### config.mk
export PLATFORM = sky130hd
export DESIGN_NAME = vibration_band_energy_classifier_unit
export DESIGN_NICKNAME = d
export VERILOG_FILES = /design/src/vbec_pkg.sv /design/src/vibration_band_energy_classifier_unit.sv /design/src/vbec_iter.sv /design/src/vbec_class.sv
export SDC_FILE = /design/constraint.sdc
export NUM_CORES = 2
export LEC_CHECK = 0
export BUFFER_PORTS_ARGS = -buffer_cell sky130_fd_sc_hd__buf_2
export CAP_MARGIN = 20
export CORE_ASPECT_RATIO = 0.8
export CORE_MARGIN = 8
export CORE_UTILIZATION = 40
export DETAILED_ROUTE_END_ITERATION = 8
export PLACE_DENSITY = 0.65
export SLEW_MARGIN = 0
export SYNTH_ARGS = -nofsm -noshare
export SYNTH_HDL_FRONTEND = slang
export SYNTH_SLANG_ARGS = --single-unit
### constraint.sdc
create_clock -name clk -period 11.9 [get_ports clk]
set_input_delay 1.19 -clock clk [delete_from_list [all_inputs] [get_ports clk]]
set_output_delay 1.19 -clock clk [all_outputs]
set_load 0.005 [all_outputs]
### src/vbec_pkg.sv
package vbec_pkg;

    localparam int SMP_W   = 16;
    localparam int BIN_W   = 7;
    localparam int MAG_W   = 24;
    localparam int SUM_W   = 25;
    localparam int SQ_W    = 40;
    localparam int EN_W    = 56;
    localparam int PROD_W  = 50;
    localparam int RAT_W   = 16;
    localparam int CFG_W   = 7;
    localparam int ADDR_W  = 3;
    localparam int SCORE_W = 7;
    localparam int IN_W    = 48;
    localparam int OUT_W   = 104;
    localparam int ITER_N  = 16;
    localparam int CNT_W   = 4;
    localparam int REM_W   = 57;
    localparam int RES_W   = 32;
    localparam int SBIT_W  = 31;

    // thresholds, Q4.12 and Q0.16
    localparam logic [15:0] RMS_GOOD = 16'd2909;
    localparam logic [15:0] RMS_SAT  = 16'd7373;
    localparam logic [15:0] RMS_UNS  = 16'd18432;
    localparam logic [15:0] HF_LIM   = 16'd18350;
    localparam logic [15:0] HARM_LIM = 16'd14418;
    localparam logic [15:0] FUND_LIM = 16'd19661;
    localparam logic [15:0] HARM_LOW = 16'd11796;

    typedef enum logic [ADDR_W-1:0] {
        REG_FUND_LO = 3'd0,
        REG_FUND_HI = 3'd1,
        REG_HARM_LO = 3'd2,
        REG_HARM_HI = 3'd3,
        REG_HF_LO   = 3'd4,
        REG_HF_HI   = 3'd5
    } reg_idx_t;

    typedef enum logic [1:0] {
        HS_GOOD  = 2'd0,
        HS_SAT   = 2'd1,
        HS_UNSAT = 2'd2,
        HS_UNACC = 2'd3
    } health_t;

    typedef enum logic [1:0] {
        FK_NORMAL  = 2'd0,
        FK_UNBAL   = 2'd1,
        FK_MISALGN = 2'd2,
        FK_BEARING = 2'd3
    } fault_t;

    typedef enum logic {
        MODE_SQRT = 1'b0,
        MODE_DIV  = 1'b1
    } iter_mode_t;

    typedef enum logic [3:0] {
        ST_IDLE,
        ST_MUL,
        ST_ACC,
        ST_VMUL,
        ST_VAR,
        ST_SQRT,
        ST_DSET,
        ST_DIV,
        ST_OUT
    } state_t;

    typedef struct packed {
        logic       start;
        iter_mode_t mode;
    } iter_req_t;

    typedef struct packed {
        logic             done;
        logic [RAT_W-1:0] result;
    } iter_rsp_t;

endpackage

### src/vibration_band_energy_classifier_unit.sv
// Each item passes through load, shared multiply and accumulate; a new item is taken
// only once the last is accumulated. A frame-end bin then needs a 16-step root and up
// to three 16-step divisions (each skipped when the total is zero or not above the
// band) on one shared compare/subtract unit, before the result beat.
// The result sits in an output register; input is taken again once it is loaded.
// rst_n is asynchronous: accumulators clear and band registers take their defaults.
module vibration_band_energy_classifier_unit
    import vbec_pkg::*;
(
    input  logic              clk,
    input  logic              rst_n,
    input  logic              s_tvalid,
    output logic              s_tready,
    input  logic [IN_W-1:0]   s_tdata,  // sample_value, bin_index, magnitude, pad
    input  logic              s_tlast,  // frame_end
    input  logic              s_tuser,  // action
    output logic              m_tvalid,
    input  logic              m_tready,
    output logic [OUT_W-1:0]  m_tdata,  // rms, peak, fund, harm, hf, state, fault, score, pad
    input  logic              cfg_we,
    input  logic [ADDR_W-1:0] cfg_addr,
    input  logic [CFG_W-1:0]  cfg_wdata
);

    state_t state_reg, state_next;

    logic [BIN_W-1:0] fund_lo_reg, fund_hi_reg, harm_lo_reg, harm_hi_reg;
    logic [BIN_W-1:0] hf_lo_reg, hf_hi_reg;

    logic             act_reg, fend_reg;
    logic [SMP_W-1:0] smp_reg;
    logic [BIN_W-1:0] bin_reg;
    logic [MAG_W-1:0] mag_reg;

    logic [SUM_W-1:0]  sum_reg;
    logic [SQ_W-1:0]   sq_reg;
    logic [EN_W-1:0]   tot_reg, fund_reg, harm_reg, hf_reg;
    logic [MAG_W-1:0]  peak_reg;
    logic [PROD_W-1:0] prod_reg;
    logic [15:0]       rms_reg;
    logic [RAT_W-1:0]  ratio_reg [3];
    logic [1:0]        idx_reg;

    logic              m_valid_reg;
    logic [OUT_W-1:0]  m_data_reg;

    logic [SUM_W-1:0]  smp_ext, mul_op, s1_abs;
    logic [PROD_W-1:0] var_diff;
    logic [EN_W-1:0]   band_sel, var_val;
    iter_req_t         req;
    iter_rsp_t         rsp;
    health_t           hs;
    fault_t            fk;
    logic [SCORE_W-1:0] score;
    logic              load_out;

    assign smp_ext = {{(SUM_W-SMP_W){smp_reg[SMP_W-1]}}, smp_reg};
    assign s1_abs  = sum_reg[SUM_W-1] ? (~sum_reg + 1'b1) : sum_reg;

    always_comb
    begin
        if (state_reg == ST_VMUL)
            mul_op = s1_abs;
        else if (act_reg)
            mul_op = {1'b0, mag_reg};
        else
            mul_op = smp_ext[SUM_W-1] ? (~smp_ext + 1'b1) : smp_ext;
    end

    // 256*S2 - S1^2, then divide by 256^2
    assign var_diff = {2'b0, sq_reg, 8'b0} - {1'b0, prod_reg[PROD_W-2:0]};
    assign var_val  = (!var_diff[PROD_W-1] && var_diff != '0)
                      ? {24'b0, var_diff[47:16]} : '0;

    always_comb
    begin
        case (idx_reg)
            2'd0:    band_sel = fund_reg;
            2'd1:    band_sel = harm_reg;
            default: band_sel = hf_reg;
        endcase
    end

    vbec_iter u_iter (
        .clk     (clk),
        .rst_n   (rst_n),
        .req     (req),
        .operand ((state_reg == ST_VAR) ? var_val : band_sel),
        .divisor (tot_reg),
        .rsp     (rsp)
    );

    vbec_class u_class (
        .rms   (rms_reg),
        .fund  (ratio_reg[0]),
        .harm  (ratio_reg[1]),
        .hf    (ratio_reg[2]),
        .state (hs),
        .fault (fk),
        .score (score)
    );

    always_comb
    begin
        state_next = state_reg;
        s_tready   = 1'b0;
        req.start  = 1'b0;
        req.mode   = MODE_SQRT;
        load_out   = 1'b0;
        case (state_reg)
            ST_IDLE:
            begin
                s_tready = 1'b1;
                if (s_tvalid)
                    state_next = ST_MUL;
            end
            ST_MUL:  state_next = ST_ACC;
            ST_ACC:  state_next = (act_reg && fend_reg) ? ST_VMUL : ST_IDLE;
            ST_VMUL: state_next = ST_VAR;
            ST_VAR:
            begin
                req.start  = 1'b1;
                state_next = ST_SQRT;
            end
            ST_SQRT:
            begin
                if (rsp.done)
                    state_next = ST_DSET;
            end
            ST_DSET:
            begin
                if (tot_reg == '0 || band_sel >= tot_reg)
                    state_next = (idx_reg == 2'd2) ? ST_OUT : ST_DSET;
                else
                begin
                    req.start  = 1'b1;
                    req.mode   = MODE_DIV;
                    state_next = ST_DIV;
                end
            end
            ST_DIV:
            begin
                if (rsp.done)
                    state_next = (idx_reg == 2'd2) ? ST_OUT : ST_DSET;
            end
            ST_OUT:
            begin
                if (!m_valid_reg || m_tready)
                begin
                    load_out   = 1'b1;
                    state_next = ST_IDLE;
                end
            end
            default: state_next = ST_IDLE;
        endcase
    end

    always_ff @(posedge clk or negedge rst_n)
    begin
        if (!rst_n)
        begin
            state_reg   <= ST_IDLE;
            fund_lo_reg <= 7'd5;
            fund_hi_reg <= 7'd8;
            harm_lo_reg <= 7'd11;
            harm_hi_reg <= 7'd14;
            hf_lo_reg   <= 7'd30;
            hf_hi_reg   <= 7'd63;
            sum_reg     <= '0;
            sq_reg      <= '0;
            tot_reg     <= '0;
            fund_reg    <= '0;
            harm_reg    <= '0;
            hf_reg      <= '0;
            peak_reg    <= '0;
            idx_reg     <= '0;
            m_valid_reg <= 1'b0;
        end
        else
        begin
            state_reg <= state_next;
            if (cfg_we)
            begin
                case (cfg_addr)
                    REG_FUND_LO: fund_lo_reg <= cfg_wdata;
                    REG_FUND_HI: fund_hi_reg <= cfg_wdata;
                    REG_HARM_LO: harm_lo_reg <= cfg_wdata;
                    REG_HARM_HI: harm_hi_reg <= cfg_wdata;
                    REG_HF_LO:   hf_lo_reg   <= cfg_wdata;
                    REG_HF_HI:   hf_hi_reg   <= cfg_wdata;
                    default:     ;
                endcase
            end

            if (state_reg == ST_ACC)
            begin
                if (!act_reg)
                begin
                    sum_reg <= sum_reg + smp_ext;
                    sq_reg  <= sq_reg + prod_reg[SQ_W-1:0];
                end
                else if (bin_reg != '0)
                begin
                    tot_reg <= tot_reg + {8'b0, prod_reg[47:0]};
                    if (mag_reg > peak_reg)
                        peak_reg <= mag_reg;
                    if (bin_reg >= fund_lo_reg && bin_reg <= fund_hi_reg)
                        fund_reg <= fund_reg + {8'b0, prod_reg[47:0]};
                    if (bin_reg >= harm_lo_reg && bin_reg <= harm_hi_reg)
                        harm_reg <= harm_reg + {8'b0, prod_reg[47:0]};
                    if (bin_reg >= hf_lo_reg && bin_reg <= hf_hi_reg)
                        hf_reg <= hf_reg + {8'b0, prod_reg[47:0]};
                end
            end

            if (state_reg == ST_SQRT)
                idx_reg <= '0;
            else if ((state_reg == ST_DSET && !req.start) || (state_reg == ST_DIV && rsp.done))
                idx_reg <= (idx_reg == 2'd2) ? 2'd0 : idx_reg + 1'b1;

            if (load_out)
            begin
                m_valid_reg <= 1'b1;
                sum_reg  <= '0;
                sq_reg   <= '0;
                tot_reg  <= '0;
                fund_reg <= '0;
                harm_reg <= '0;
                hf_reg   <= '0;
                peak_reg <= '0;
            end
            else if (m_tready)
                m_valid_reg <= 1'b0;
        end
    end

    always_ff @(posedge clk)
    begin
        if (s_tvalid && s_tready)
        begin
            act_reg  <= s_tuser;
            fend_reg <= s_tlast;
            smp_reg  <= s_tdata[15:0];
            bin_reg  <= s_tdata[22:16];
            mag_reg  <= s_tdata[46:23];
        end
        if (state_reg == ST_MUL || state_reg == ST_VMUL)
            prod_reg <= mul_op * mul_op;
        if (state_reg == ST_SQRT && rsp.done)
            rms_reg <= rsp.result;
        if (state_reg == ST_DSET && !req.start)
            ratio_reg[idx_reg] <= (tot_reg == '0) ? '0 : '1;
        if (state_reg == ST_DIV && rsp.done)
            ratio_reg[idx_reg] <= rsp.result;
        if (load_out)
            m_data_reg <= {5'b0, score, fk, hs, ratio_reg[2], ratio_reg[1], ratio_reg[0],
                           peak_reg, rms_reg};
    end

    assign m_tvalid = m_valid_reg;
    assign m_tdata  = m_data_reg;

endmodule

### src/vbec_iter.sv
module vbec_iter
    import vbec_pkg::*;
(
    input  logic            clk,
    input  logic            rst_n,
    input  iter_req_t       req,
    input  logic [EN_W-1:0] operand,
    input  logic [EN_W-1:0] divisor,
    output iter_rsp_t       rsp
);

    logic [REM_W-1:0]  rem_reg, rem_next;
    logic [RES_W-1:0]  q_reg, q_next;
    logic [SBIT_W-1:0] sbit_reg, sbit_next;
    logic [EN_W-1:0]   den_reg, den_next;
    logic [CNT_W-1:0]  cnt_reg, cnt_next;
    logic              busy_reg, busy_next;
    logic              done_reg, done_next;
    iter_mode_t        mode_reg, mode_next;

    logic [REM_W:0] cmp_a, cmp_b, diff;
    logic           ge;

    // one shared compare/subtract serves both root and division steps
    always_comb
    begin
        if (mode_reg == MODE_SQRT)
        begin
            cmp_a = {1'b0, rem_reg};
            cmp_b = {{(REM_W-RES_W+1){1'b0}}, q_reg + {1'b0, sbit_reg}};
        end
        else
        begin
            cmp_a = {rem_reg, 1'b0};
            cmp_b = {2'b0, den_reg};
        end
        diff = cmp_a - cmp_b;
        ge   = !diff[REM_W];
    end

    always_comb
    begin
        rem_next  = rem_reg;
        q_next    = q_reg;
        sbit_next = sbit_reg;
        den_next  = den_reg;
        cnt_next  = cnt_reg;
        busy_next = busy_reg;
        mode_next = mode_reg;
        done_next = 1'b0;
        if (req.start)
        begin
            rem_next  = {1'b0, operand};
            q_next    = '0;
            sbit_next = {1'b1, {(SBIT_W-1){1'b0}}};
            den_next  = divisor;
            cnt_next  = '0;
            busy_next = 1'b1;
            mode_next = req.mode;
        end
        else if (busy_reg)
        begin
            if (mode_reg == MODE_SQRT)
            begin
                if (ge)
                begin
                    rem_next = diff[REM_W-1:0];
                    q_next   = (q_reg >> 1) + {1'b0, sbit_reg};
                end
                else
                begin
                    q_next = q_reg >> 1;
                end
                sbit_next = sbit_reg >> 2;
            end
            else
            begin
                rem_next = ge ? diff[REM_W-1:0] : {rem_reg[REM_W-2:0], 1'b0};
                q_next   = {q_reg[RES_W-2:0], ge};
            end
            cnt_next = cnt_reg + 1'b1;
            if (cnt_reg == CNT_W'(ITER_N - 1))
            begin
                busy_next = 1'b0;
                done_next = 1'b1;
            end
        end
    end

    always_ff @(posedge clk or negedge rst_n)
    begin
        if (!rst_n)
        begin
            busy_reg <= 1'b0;
            done_reg <= 1'b0;
            cnt_reg  <= '0;
            mode_reg <= MODE_SQRT;
        end
        else
        begin
            busy_reg <= busy_next;
            done_reg <= done_next;
            cnt_reg  <= cnt_next;
            mode_reg <= mode_next;
        end
    end

    always_ff @(posedge clk)
    begin
        rem_reg  <= rem_next;
        q_reg    <= q_next;
        sbit_reg <= sbit_next;
        den_reg  <= den_next;
    end

    assign rsp.done   = done_reg;
    assign rsp.result = q_reg[RAT_W-1:0];

endmodule

### src/vbec_class.sv
module vbec_class
    import vbec_pkg::*;
(
    input  logic [15:0]        rms,
    input  logic [RAT_W-1:0]   fund,
    input  logic [RAT_W-1:0]   harm,
    input  logic [RAT_W-1:0]   hf,
    output health_t            state,
    output fault_t             fault,
    output logic [SCORE_W-1:0] score
);

    logic [SCORE_W-1:0] base, penalty;
    logic [23:0]        harm_x100, fund_x65;

    assign harm_x100 = {8'b0, harm} * 24'd100;
    assign fund_x65  = {8'b0, fund} * 24'd65;

    always_comb
    begin
        if (rms < RMS_GOOD)
        begin
            state = HS_GOOD;
            base  = 7'd100;
        end
        else if (rms < RMS_SAT)
        begin
            state = HS_SAT;
            base  = 7'd80;
        end
        else if (rms < RMS_UNS)
        begin
            state = HS_UNSAT;
            base  = 7'd45;
        end
        else
        begin
            state = HS_UNACC;
            base  = 7'd10;
        end

        if (hf > HF_LIM)
        begin
            fault   = FK_BEARING;
            penalty = 7'd25;
        end
        else if (harm > HARM_LIM && harm_x100 > fund_x65)
        begin
            fault   = FK_MISALGN;
            penalty = 7'd15;
        end
        else if (fund > FUND_LIM && harm < HARM_LOW)
        begin
            fault   = FK_UNBAL;
            penalty = 7'd10;
        end
        else
        begin
            fault   = FK_NORMAL;
            penalty = 7'd0;
        end

        score = (base > penalty) ? base - penalty : '0;
    end

endmodule
==> results.json <==
{
  "status": "finished, final reports clean",
  "synth_cell_types": 97,
  "yosysMostFrequentCell": "inv_1",
  "cp-end-kind": "flip-flop",
  "htree_num_levels": 3,
  "firstDrtPassIters": 8,
  "power_uw": 6120,
  "yosys.area_share.simple_pct": 13.1,
  "fmax_ghz": 0.0934,
  "fin_nets": 9819,
  "drv_slew": 0,
  "synthToLayoutAreaGrowth_pct": 8.58,
  "fillers": 18300,
  "core_um2": 190000,
  "netlist_instances": 8440,
  "synth_fa_ha_area_share_pct": 26.0,
  "ant_nets": 0,
  "ys.warnings.count": 0,
  "cp_slowest_cell": "fa_1",
  "cpPeakStageDelay_ps": 550,
  "die_h_um": 407,
  "critical_path_class": "flip-flop to flip-flop",
  "grt_usage_pct": 20.8,
  "dpl_cell_area_um2": 79900,
  "synth_xor_area_share_pct": 5.52,
  "tightest_slew_ps": 1160,
  "grt_pass1_wl_um": 345000,
  "wirelength_um": 221000,
  "remaining_drc_errors": 0,
  "reg2reg_depth": 34,
  "vias": 62000,
  "yosysSeqAreaShare_pct": 28.0,
  "fin_crit_ps": 10710,
  "synth_top_area_share_pct": 14.6,
  "crit_arrival_ps": 11160,
  "largest_reg_flops": 99,
  "path_clk_slew_ps": 70,
  "grt_max_degree": 115,
  "gp_congestion": 0.935,
  "worstSetupStartpointType": "flip-flop",
  "dr_wl_met2_um": 93900,
  "numCtsBuffers": 85,
  "finalHoldViolCount": 0,
  "rsz0062_at_grt": "false",
  "cp_max_fo": 11,
  "min_from": "ratio_reg[2][6]$_DFFE_PP_",
  "die-area_um2": 205000,
  "multi_input_area_um2": 49900,
  "p_leak_uw": 0.0389,
  "initial_core_util_pct": 40.2,
  "slew_headroom_pct": 22.5,
  "drive_above_1_share_pct": 6.66,
  "synthMuxAreaShare_pct": 2.77,
  "synth-seq-cells": 790,
  "async_flop_share_pct": 46.7,
  "yosysTopAreaCell": "edfxtp_1",
  "cp_data_required_time_ps": 12350,
  "synth-edff-count": 372,
  "setup_viol": 0,
  "cts-hold-fix-buffers": 0,
  "max_cap_viol_count": 0,
  "num_rows": 143,
  "worstReg2RegStart": "smp_reg[0]$_DFFE_PP_",
  "clockBufferDepth": 3,
  "crit_path_start": "smp_reg[0]$_DFFE_PP_",
  "antenna_found_initial": 0,
  "r2r_slack_ps": 1190,
  "hold_end": "m_tdata[78]$_DFFE_PP_",
  "hold_path_depth": 0,
  "overflow": 0,
  "wl_met1_um": 106000,
  "crit_path_frequent_cell": "fa_1",
  "ys.flop_type": "edfxtp_1",
  "cts_tree": "built",
  "seqCellArea_um2": 21400,
  "postCtsResizedCells": 0,
  "io_pins": 171,
  "ir_drop_mv": 0.100,
  "synth_top_family_by_area": "adder cells",
  "wl_met3_um": 15600,
  "synth_area_leaders": "edfxtp_1, ha_1, fa_1",
  "dpl.hpwl_um": 172000,
  "synth_compound_area_share_pct": 17.7,
  "netlist_area_um2": 76300,
  "dr.first_iter.drc_count": 5976,
  "io_buffers": 164,
  "hold_class": "flip-flop to flip-flop",
  "tns_ps": 0,
  "first_global_vias": 60200,
  "dr.max_layer_used": "met4",
  "design_area_um2": 82900,
  "avgSynthCellArea_um2": 9.04,
  "synth_common_cells": "inv_1, ha_1, nand2_1",
  "timing.rr.end": "prod_reg[33]$_DFFE_PP_",
  "p_per_area_nw_per_um2": 73.8,
  "cts_root_buffer": "clkbuf_16",
  "finalClockSkew_ps": 60.6,
  "die_x_um": 504,
  "vias_per_cell": 5.60,
  "wire_per_inst_um": 20.0,
  "post_cts_buffers": 0,
  "fin_crit_sh_pct": 90.0,
  "clk_latency_ps": 740,
  "cts.sinks": 790
}
[where the power goes]
group / internal, uW / switching (uW) / total (uW)
clock: 1630 / 1240 / 2870
sequential: 2890 / 11.1 / 2900
combinational: 145 / 206 / 351
total: 4670 / 1450 / 6120
[area by class of cell]
type / count / area share [%]
clock inverters: 44 / 0.719
repair buffers: 248 / 1.82
inverters: 1023 / 4.64
well taps: 2537 / 3.83
multi-input cells: 6312 / 60.3
diodes: 1 / 0.00302
clock buffers: 114 / 2.88
flip-flops and latches: 790 / 25.8
[cells by family after synthesis]
group | Yosys count
muxes | 202
other | 2
xor gates and xnor gates | 481
DFF | 790
adders and majority gates | 1294
and+or+nand+nor | 2168
buffers and inverters | 1359
AOI/OAI and AO/OA | 2144
[layout by cell type, fill, tap and decap left out, types with 29 or more instances in the layout]
cell       instances
o21bai_1          68
nand2_1          778
dfrtp_1          346
o21ai_0          613
a211oi_1          71
fa_1             488
nand3_1          268
and3_1            48
nor2b_1           65
buf_4             80
nand4_1          105
mux2_2            75
inv_1           1015
buf_2            163
o211ai_1          38
dfxtp_1           49
o31a_1            37
mux2i_1          127
a21oi_1          539
xor2_1           207
nor3_1            92
a21o_1           263
clkbuf_16         88
nor2_1           510
ha_1             806
nand2b_1          83
o21a_1            98
and2_1            47
nor4_1            31
or3_1             33
xnor2_1          274
o22ai_1           29
a31oi_1           69
edfxtp_1         372
o31ai_1           62
[how the worst max path moves through the flow]
| stage | endpoint | slack, ps | depth (start not counted) |
|---|---|---|---|
| 2_1_floorplan | prod_reg[33]$_DFFE_PP_ | 2270 | 36 |
| 3_3_place_gp | prod_reg[46]$_DFFE_PP_ | 1410 | 34 |
| 3_5_place_dp | prod_reg[33]$_DFFE_PP_ | 1300 | 34 |
| 4_1_cts | prod_reg[33]$_DFFE_PP_ | 1280 | 34 |
| 5_1_grt | prod_reg[33]$_DFFE_PP_ | 840 | 34 |
| 6_report | prod_reg[33]$_DFFE_PP_ | 1190 | 34 |
[critical path, delay by kind of cell, from the launching register on]
kind                       cells  cell delay, ps
AOI/OAI and AO/OA             10            2680
xor gates and xnor gates       1             100
adders and majority gates      8            3950
buffers and inverters          8            1070
DFF                            1             450
and+or+nand+nor                7            2230
[routing by layer]
| metal | track usage (%) | up-vias |
|---|---|---|
| met1 | 31.1 | 30100 |
| met3 | 3.14 | 301 |
| met2 | 31.8 | 2121 |
| met5 | 0 | - |
| met4 | 4.97 | 0 |
| li1 | - | 29400 |
[stage by stage]
step / hold WS (ps) / util (%) / setup WS [ps] / instances
after CTS: 443 / 43.6 / 1280 / 11100
after detailed placement: 434 / 42.1 / 1300 / 10900
after global placement: 433 / 42.1 / 1410 / 10900
after global routing: 461 / 43.7 / 839 / 11100
after floorplan: 426 / - / 2270 / 8461
final: 440 / 43.7 / 1190 / 11100
Note: power is estimated with default switching activity, not from simulation.
